[src/rtl/core/rdwt_pkg.sv]
// ----------------------------------------------------------------------------
// RTCM3 deframer week tracker package
// Parser phase codes, frame constants and port widths.
// ----------------------------------------------------------------------------
`timescale 1ns / 1ps

package rdwt_pkg;

   // Parser phases.
   localparam logic [1:0] PH_HUNT   = 2'd0;
   localparam logic [1:0] PH_LEN_HI = 2'd1;
   localparam logic [1:0] PH_LEN_LO = 2'd2;
   localparam logic [1:0] PH_BODY   = 2'd3;

   // Frame framing constants.
   localparam logic [7:0]  PREAMBLE     = 8'hD3;
   localparam logic [7:0]  LEN_RSV_MASK = 8'hFC;
   localparam logic [10:0] CRC_BYTES    = 11'd3;

   // Positions of body bytes inside the frame.
   localparam logic [10:0] IDX_TYPE_HI = 11'd3;
   localparam logic [10:0] IDX_TYPE_LO = 11'd4;
   localparam logic [10:0] IDX_TOW_0   = 11'd6;
   localparam logic [10:0] IDX_TOW_1   = 11'd7;
   localparam logic [10:0] IDX_TOW_2   = 11'd8;
   localparam logic [10:0] IDX_TOW_3   = 11'd9;

   // GPS MSM recognition and week rollover.
   localparam logic [11:0] MSM_TYPE_LOW  = 12'd1071;
   localparam logic [11:0] MSM_TYPE_HIGH = 12'd1077;
   localparam logic [9:0]  MSM_MIN_PLEN  = 10'd4;
   localparam logic [29:0] ROLL_LIMIT    = 30'd302400000;
   localparam logic [15:0] RESET_WEEK    = 16'd1;

   // Result item layout in rsp_tdata.
   localparam int RSP_DATA_W = 72;
   localparam int TYPE_LSB   = 0;
   localparam int PLEN_LSB   = 12;
   localparam int TOW_LSB    = 22;
   localparam int WEEK_LSB   = 52;
   localparam int ADV_BIT    = 68;

endpackage

[src/rtl/core/rtcm3_deframer_week_tracker.sv]
// A result item appears on rsp_* in the cycle after the frame's last byte is taken.
// The block takes one byte per cycle while req_tready is high; every byte updates only small counters and accumulators.
// req_tready drops only while a finished result waits and rsp_tready is low.
// Reset (synchronous, active high) returns the parser to preamble hunting,
// clears the time-of-week history and loads the GPS week with 1.
// ----------------------------------------------------------------------------
// RTCM3 deframer with GPS week tracking
// Finds RTCM3 frames in a byte stream, reports type and length per frame and
// follows the GPS week through the time of week of GPS MSM messages.
// ----------------------------------------------------------------------------
`timescale 1ns / 1ps

module rtcm3_deframer_week_tracker (
   input  logic                             clock,
   input  logic                             reset,
   // Configuration: start_week.
   input  logic                             csr_wr_en,
   input  logic [15:0]                      csr_wr_data,
   // Input stream.
   input  logic                             req_tvalid,
   output logic                             req_tready,
   input  logic [7:0]                       req_tdata,  // [7:0] data_byte
   // Result stream.
   output logic                             rsp_tvalid,
   input  logic                             rsp_tready,
   // [11:0] message_type, [21:12] payload_length, [51:22] tow_ms,
   // [67:52] week_number, [68] week_advanced, [71:69] zero
   output logic [rdwt_pkg::RSP_DATA_W-1:0]  rsp_tdata,
   output logic                             rsp_tuser   // [0] is_gps_msm
);

   // Parser state.
   logic [1:0]  phase_ff, phase_in;
   logic [1:0]  len_hi_ff, len_hi_in;
   logic [10:0] bytes_left_ff, bytes_left_in;
   logic [10:0] byte_idx_ff, byte_idx_in;
   logic [9:0]  plen_ff, plen_in;
   logic [11:0] type_ff, type_in;
   logic [29:0] epoch_ff, epoch_in;

   // Week tracking state.
   logic [29:0] prev_tow_ff, prev_tow_in;
   logic        prev_valid_ff, prev_valid_in;
   logic [15:0] week_ff, week_in;

   // Result register.
   logic                            rsp_valid_ff, rsp_valid_in;
   logic [rdwt_pkg::RSP_DATA_W-1:0] rsp_data_ff, rsp_data_in;
   logic                            rsp_user_ff, rsp_user_in;

   logic        accept;
   logic        frame_end;
   logic        gps;
   logic        advance;
   logic [29:0] tow;
   logic [30:0] tow_drop;
   logic [9:0]  plen_new;
   logic [15:0] week_next;

   // The result register frees up when its item is taken.
   assign req_tready = !rsp_valid_ff || rsp_tready;
   assign accept     = req_tvalid && req_tready;
   assign plen_new   = {len_hi_ff, req_tdata};

   // Per-byte parse step.
   always_comb begin
      phase_in      = phase_ff;
      len_hi_in     = len_hi_ff;
      bytes_left_in = bytes_left_ff;
      byte_idx_in   = byte_idx_ff;
      plen_in       = plen_ff;
      type_in       = type_ff;
      epoch_in      = epoch_ff;
      frame_end     = 1'b0;
      case (phase_ff)
         rdwt_pkg::PH_HUNT: begin
            if (req_tdata == rdwt_pkg::PREAMBLE) phase_in = rdwt_pkg::PH_LEN_HI;
         end
         rdwt_pkg::PH_LEN_HI: begin
            if ((req_tdata & rdwt_pkg::LEN_RSV_MASK) == 8'd0) begin
               len_hi_in = req_tdata[1:0];
               phase_in  = rdwt_pkg::PH_LEN_LO;
            end else if (req_tdata != rdwt_pkg::PREAMBLE) begin
               phase_in = rdwt_pkg::PH_HUNT;
            end
         end
         rdwt_pkg::PH_LEN_LO: begin
            plen_in       = plen_new;
            bytes_left_in = {1'b0, plen_new} + rdwt_pkg::CRC_BYTES;
            byte_idx_in   = rdwt_pkg::IDX_TYPE_HI;
            type_in       = 12'd0;
            epoch_in      = 30'd0;
            phase_in      = rdwt_pkg::PH_BODY;
         end
         default: begin
            // Body byte: collect type and time-of-week bits by position.
            case (byte_idx_ff)
               rdwt_pkg::IDX_TYPE_HI: type_in  = {req_tdata, 4'd0};
               rdwt_pkg::IDX_TYPE_LO: type_in  = type_ff | {8'd0, req_tdata[7:4]};
               rdwt_pkg::IDX_TOW_0:   epoch_in = {req_tdata, 22'd0};
               rdwt_pkg::IDX_TOW_1:   epoch_in = epoch_ff | {8'd0, req_tdata, 14'd0};
               rdwt_pkg::IDX_TOW_2:   epoch_in = epoch_ff | {16'd0, req_tdata, 6'd0};
               rdwt_pkg::IDX_TOW_3:   epoch_in = epoch_ff | {24'd0, req_tdata[7:2]};
               default: ;
            endcase
            byte_idx_in = byte_idx_ff + 11'd1;
            if (bytes_left_ff != 11'd0) bytes_left_in = bytes_left_ff - 11'd1;
            if (bytes_left_ff <= 11'd1) begin
               frame_end = 1'b1;
               phase_in  = rdwt_pkg::PH_HUNT;
            end
         end
      endcase
   end

   // Frame classification and week rollover check.
   always_comb begin
      gps = (type_in >= rdwt_pkg::MSM_TYPE_LOW) && (type_in <= rdwt_pkg::MSM_TYPE_HIGH)
            && (plen_ff >= rdwt_pkg::MSM_MIN_PLEN);
      tow      = gps ? epoch_in : 30'd0;
      tow_drop = {1'b0, prev_tow_ff} - {1'b0, tow};
      advance  = gps && prev_valid_ff && !tow_drop[30] && (tow_drop[29:0] > rdwt_pkg::ROLL_LIMIT);
      week_next = advance ? week_ff + 16'd1 : week_ff;
   end

   // History and week update; a configuration write reloads the week.
   always_comb begin
      prev_tow_in   = prev_tow_ff;
      prev_valid_in = prev_valid_ff;
      week_in       = week_ff;
      if (accept && frame_end && gps) begin
         prev_tow_in   = tow;
         prev_valid_in = 1'b1;
         week_in       = week_next;
      end
      if (csr_wr_en) week_in = csr_wr_data;
   end

   // Result item assembly.
   always_comb begin
      rsp_valid_in = rsp_valid_ff && !rsp_tready;
      rsp_data_in  = rsp_data_ff;
      rsp_user_in  = rsp_user_ff;
      if (accept && frame_end) begin
         rsp_valid_in = 1'b1;
         rsp_data_in  = '0;
         rsp_data_in[rdwt_pkg::TYPE_LSB +: 12] = type_in;
         rsp_data_in[rdwt_pkg::PLEN_LSB +: 10] = plen_ff;
         rsp_data_in[rdwt_pkg::TOW_LSB  +: 30] = tow;
         rsp_data_in[rdwt_pkg::WEEK_LSB +: 16] = week_next;
         rsp_data_in[rdwt_pkg::ADV_BIT]        = advance;
         rsp_user_in  = gps;
      end
   end

   // Control registers.
   always_ff @(posedge clock) begin
      if (reset) begin
         phase_ff      <= rdwt_pkg::PH_HUNT;
         len_hi_ff     <= 2'd0;
         bytes_left_ff <= 11'd0;
         byte_idx_ff   <= 11'd0;
         plen_ff       <= 10'd0;
         type_ff       <= 12'd0;
         epoch_ff      <= 30'd0;
         prev_tow_ff   <= 30'd0;
         prev_valid_ff <= 1'b0;
         week_ff       <= rdwt_pkg::RESET_WEEK;
         rsp_valid_ff  <= 1'b0;
      end else begin
         if (accept) begin
            phase_ff      <= phase_in;
            len_hi_ff     <= len_hi_in;
            bytes_left_ff <= bytes_left_in;
            byte_idx_ff   <= byte_idx_in;
            plen_ff       <= plen_in;
            type_ff       <= type_in;
            epoch_ff      <= epoch_in;
         end
         prev_tow_ff   <= prev_tow_in;
         prev_valid_ff <= prev_valid_in;
         week_ff       <= week_in;
         rsp_valid_ff  <= rsp_valid_in;
      end
   end

   // Result payload registers.
   always_ff @(posedge clock) begin
      rsp_data_ff <= rsp_data_in;
      rsp_user_ff <= rsp_user_in;
   end

   assign rsp_tvalid = rsp_valid_ff;
   assign rsp_tdata  = rsp_data_ff;
   assign rsp_tuser  = rsp_user_ff;

endmodule

[config.mk]
export PLATFORM = sky130hd
export DESIGN_NAME = rtcm3_deframer_week_tracker
export DESIGN_NICKNAME = d
export VERILOG_FILES = /design/src/rtl/core/rdwt_pkg.sv /design/src/rtl/core/rtcm3_deframer_week_tracker.sv
export SDC_FILE = /design/constraint.sdc
export NUM_CORES = 1
export LEC_CHECK = 0
export BUFFER_PORTS_ARGS = -buffer_cell sky130_fd_sc_hd__buf_2
export CAP_MARGIN = 20
export CORE_UTILIZATION = 35
export CTS_BUF_LIST = sky130_fd_sc_hd__clkbuf_8 sky130_fd_sc_hd__clkbuf_16
export DETAILED_ROUTE_END_ITERATION = 6
export GPL_ROUTABILITY_DRIVEN = 0
export PLACE_DENSITY = 0.53
export SLEW_MARGIN = 25
export SYNTH_ARGS = -nofsm -noshare
export SYNTH_HDL_FRONTEND = slang
export SYNTH_SLANG_ARGS = --single-unit
[constraint.sdc]
create_clock -name clock -period 18.1 [get_ports clock]
set_clock_uncertainty 0.2 [all_clocks]
set_input_delay 1.81 -clock clock [delete_from_list [all_inputs] [get_ports clock]]
set_output_delay 1.81 -clock clock [all_outputs]
set_load 0.02 [all_outputs]
==> results.json <==
{
  "grt_setup_unrepaired": "false",
  "clk_pin_slew_ns": 0.08,
  "cts_resized": 0,
  "ff2ff_path_depth": 23,
  "placement.io_buffers": 100,
  "dr.pass1.iters": 5,
  "startpoint": "phase_ff[1]",
  "fin_crit_ns": 8.034,
  "ys_ff_latch": 196,
  "drive_above_1_share": 0.1294,
  "nNetsFinal": 1421,
  "grt_max_degree": 85,
  "internal_power_w": 0.0006642,
  "grt_first_pass_wirelength_um": 48880,
  "htreeDepth": 4,
  "p_sw_frac": 0.2653,
  "cp_data_arrival_time_ns": 8.20,
  "p_switching_w": 0.0002399,
  "antenna_found_initial": 0,
  "critical_path_depth": 23,
  "dp_slack_ns": 9.775,
  "clkPwrFrac": 0.440,
  "grt_usage": 0.1863,
  "fin_ws_ns": 10.07,
  "fillers": 3163,
  "yosys.cell_count.top_type": "nand2_1",
  "end_kind": "flip-flop",
  "tightestPinTransition_ns": 0.9655,
  "synthCells": 1304,
  "initialDrtViolationCount": 756,
  "die_x_um": 180.5,
  "crit_buf_inv": 3,
  "die_h_um": 180.5,
  "cap_violations": 0,
  "reg2reg_from": "phase_ff[1]",
  "dieArea_mm2": 0.03258,
  "cp_cell_sequence": "ha_1 -> nor4b_2 -> and4b_1 -> o21ai_0 -> nor4_1 -> o211a_1 -> buf_4 -> and2_1 -> ha_1 -> inv_1 -> fa_1 -> a21o_1 -> a221o_2 -> a32oi_2 -> nand3_1 -> a211oi_1 -> o211ai_1 -> nor4_1 -> a2111oi_4 -> a2111oi_4 -> buf_4 -> mux2_2 -> a211oi_1",
  "synth_area_mm2": 0.01115,
  "synth_cell_type_count": 83,
  "power_frac_seq": 0.513,
  "cpPeakStageDelay_ns": 0.75,
  "io_pins": 104,
  "fp-row-count": 64,
  "post-cts-setup-buffers": 0,
  "synth_edf_count": 70,
  "wl_um": 30090,
  "synthTopCellsByArea": "dfxtp_1 (23%), edfxtp_1 (19%), nand2_1 (5.9%)",
  "hold_class": "flip-flop to flip-flop",
  "fin_crit_sh": 0.4438,
  "pwr-share-comb": 0.047,
  "area_delta_synth_final_pct": 11.94,
  "initial_core_util": 0.3598,
  "yosys.area.top_type": "dfxtp_1",
  "antenna_cells": 0,
  "vias": 9429,
  "power_leakage_nw": 5.122,
  "grt_remaining_overflow": 0,
  "cts_hold_buf": 0,
  "ctsRootBufferMaster": "clkbuf_16",
  "yosysTopAreaCellShare": 0.2262,
  "ys_seq_area_frac": 0.4147,
  "core_area_mm2": 0.03099,
  "clock-sinks": 196,
  "finalSetupViolCount": 0,
  "slew_headroom": 0.3563,
  "status": "complete, no violations",
  "clock_latency_ns": 0.46,
  "synthArstFlopShare": 0,
  "grt_pass1_vias": 8907,
  "required_ns": 18.27,
  "wl_per_cell_um": 17.13,
  "drc_errors": 0,
  "path_class": "flip-flop to flip-flop",
  "viasPerCell": 5.370,
  "critPathTopFamily": "compound AO/OA/AOI/OAI gates",
  "dominantRegCellSynth": "dfxtp_1",
  "cp_slowest_cell": "and4b_1",
  "drv_slew": 0,
  "ant_nets": 0,
  "cts_buffer_depth": 2,
  "hold_slack_ns": 0.2354,
  "p_per_area_mw_per_mm2": 72.43,
  "reg2reg_to": "week_ff[9]",
  "vdd_drop_max_mv": 0.06484,
  "p_total_w": 0.0009040,
  "synth_common_cells": "nand2_1 (174), nor2_1 (141), dfxtp_1 (126)",
  "dp_hpwl_um": 20820,
  "hold_violations": 0,
  "cts_tree": "yes",
  "numCtsBuffers": 17,
  "rrSetupSlack_ns": 10.07,
  "fmax_ghz": 0.1245,
  "critPathLaunchType": "flip-flop",
  "yosysWarningCount": 0,
  "crit_path_end": "week_ff[9]",
  "worst-path-max-fanout": 35,
  "finalSetupTns_ns": 0,
  "synth_area_per_cell_um2": 8.551
}
[how the worst min path moves through the flow]
stage | startpoint | endpoint | slack [ns] | cells after the start
floorplan | plen_ff[0] | rsp_tdata[12] | 0.21 | 0
global placement | plen_ff[1] | rsp_tdata[13] | 0.21 | 0
detailed placement | plen_ff[1] | rsp_tdata[13] | 0.22 | 0
CTS | plen_ff[1] | rsp_tdata[13] | 0.23 | 0
global route | plen_ff[0] | rsp_tdata[12] | 0.24 | 0
finish | plen_ff[0] | rsp_tdata[12] | 0.24 | 0
[per-stage QoR]
step                      cell area, um^2  utilization  instances
after floorplan                     11160            -       1306
final                               12480       0.4028       1756
after global routing                12480       0.4028       1756
after CTS                           12470       0.4024       1756
after global placement              11850       0.3824       1724
after detailed placement            11850       0.3824       1724
[registers in the layout, indices dropped and copies added (netlist names)]
register / flops
rsp_tdata: 69
epoch_ff: 30
prev_tow_ff: 30
week_ff: 16
type_ff: 12
byte_idx_ff: 11
bytes_left_ff: 11
plen_ff: 10
len_hi_ff: 2
phase_ff: 2
prev_valid_ff: 1
rsp_tuser: 1
rsp_tvalid: 1
[power by group through the flow]
stage	clock network, W	registers [W]	logic, W
6_report	0.000398	0.000464	0.0000425
5_1_grt	0.000423	0.000465	0.0000468
4_1_cts	0.000407	0.000464	0.0000426
3_5_place_dp	0	0.000474	0.0000425
3_3_place_gp	0	0.000474	0.0000419
2_1_floorplan	0	0.000472	0.0000306
[logic make-up (layout without fill, tap and decap cells)]
| family | after synthesis | in the layout | synth area share |
|---|---|---|---|
| muxes | 15 | 15 | 0.01425 |
| and+or+nand+nor | 536 | 536 | 0.2329 |
| AOI/OAI and AO/OA | 318 | 318 | 0.1967 |
| xor gates and xnor gates | 44 | 44 | 0.03456 |
| adders and majority gates | 45 | 45 | 0.05117 |
| other | 1 | 3 | 0.0003363 |
| buffers and inverters | 149 | 203 | 0.05532 |
| DFF | 196 | 196 | 0.4147 |
[cell type report]
cell class | instances | area [um^2] | share of cell area
clock buffer | 17 | 425.4 | 0.03408
clock inverter | 15 | 195.2 | 0.01564
inverter | 60 | 226.5 | 0.01814
multi-input combinational | 961 | 5926 | 0.4747
sequential | 196 | 4624 | 0.3705
tap | 396 | 495.5 | 0.03970
timing repair buffer | 111 | 589.3 | 0.04721
[layout by cell type (no fill, tap or decap), types with 10 or more instances in the layout]
master / synthesis / routed
a211oi_1: 51 / 51
a21o_1: 10 / 10
a21oi_1: 110 / 110
a22oi_1: 20 / 20
and2_1: 11 / 10
and3_1: 14 / 14
buf_2: 6 / 99
buf_4: 5 / 11
clkbuf_16: 0 / 17
dfxtp_1: 126 / 126
edfxtp_1: 70 / 70
ha_1: 44 / 44
inv_1: 60 / 59
mux2i_1: 11 / 11
nand2_1: 174 / 174
nand2b_1: 29 / 29
nand3_1: 26 / 26
nand4_1: 24 / 24
nor2_1: 141 / 141
nor3_1: 39 / 39
nor4_1: 17 / 17
o211ai_1: 14 / 14
o21ai_0: 36 / 36
xnor2_1: 27 / 27
xor2_1: 17 / 17
[metal layers]
metal,up-vias,share of wire,global-route usage
li1,4778,-,-
met1,4385,0.50,0.2573
met2,233,0.45,0.3000
met3,33,0.035,0.02728
met4,0,0.018,0.05573
met5,-,0,0
Power figures use the tool's default switching activity.
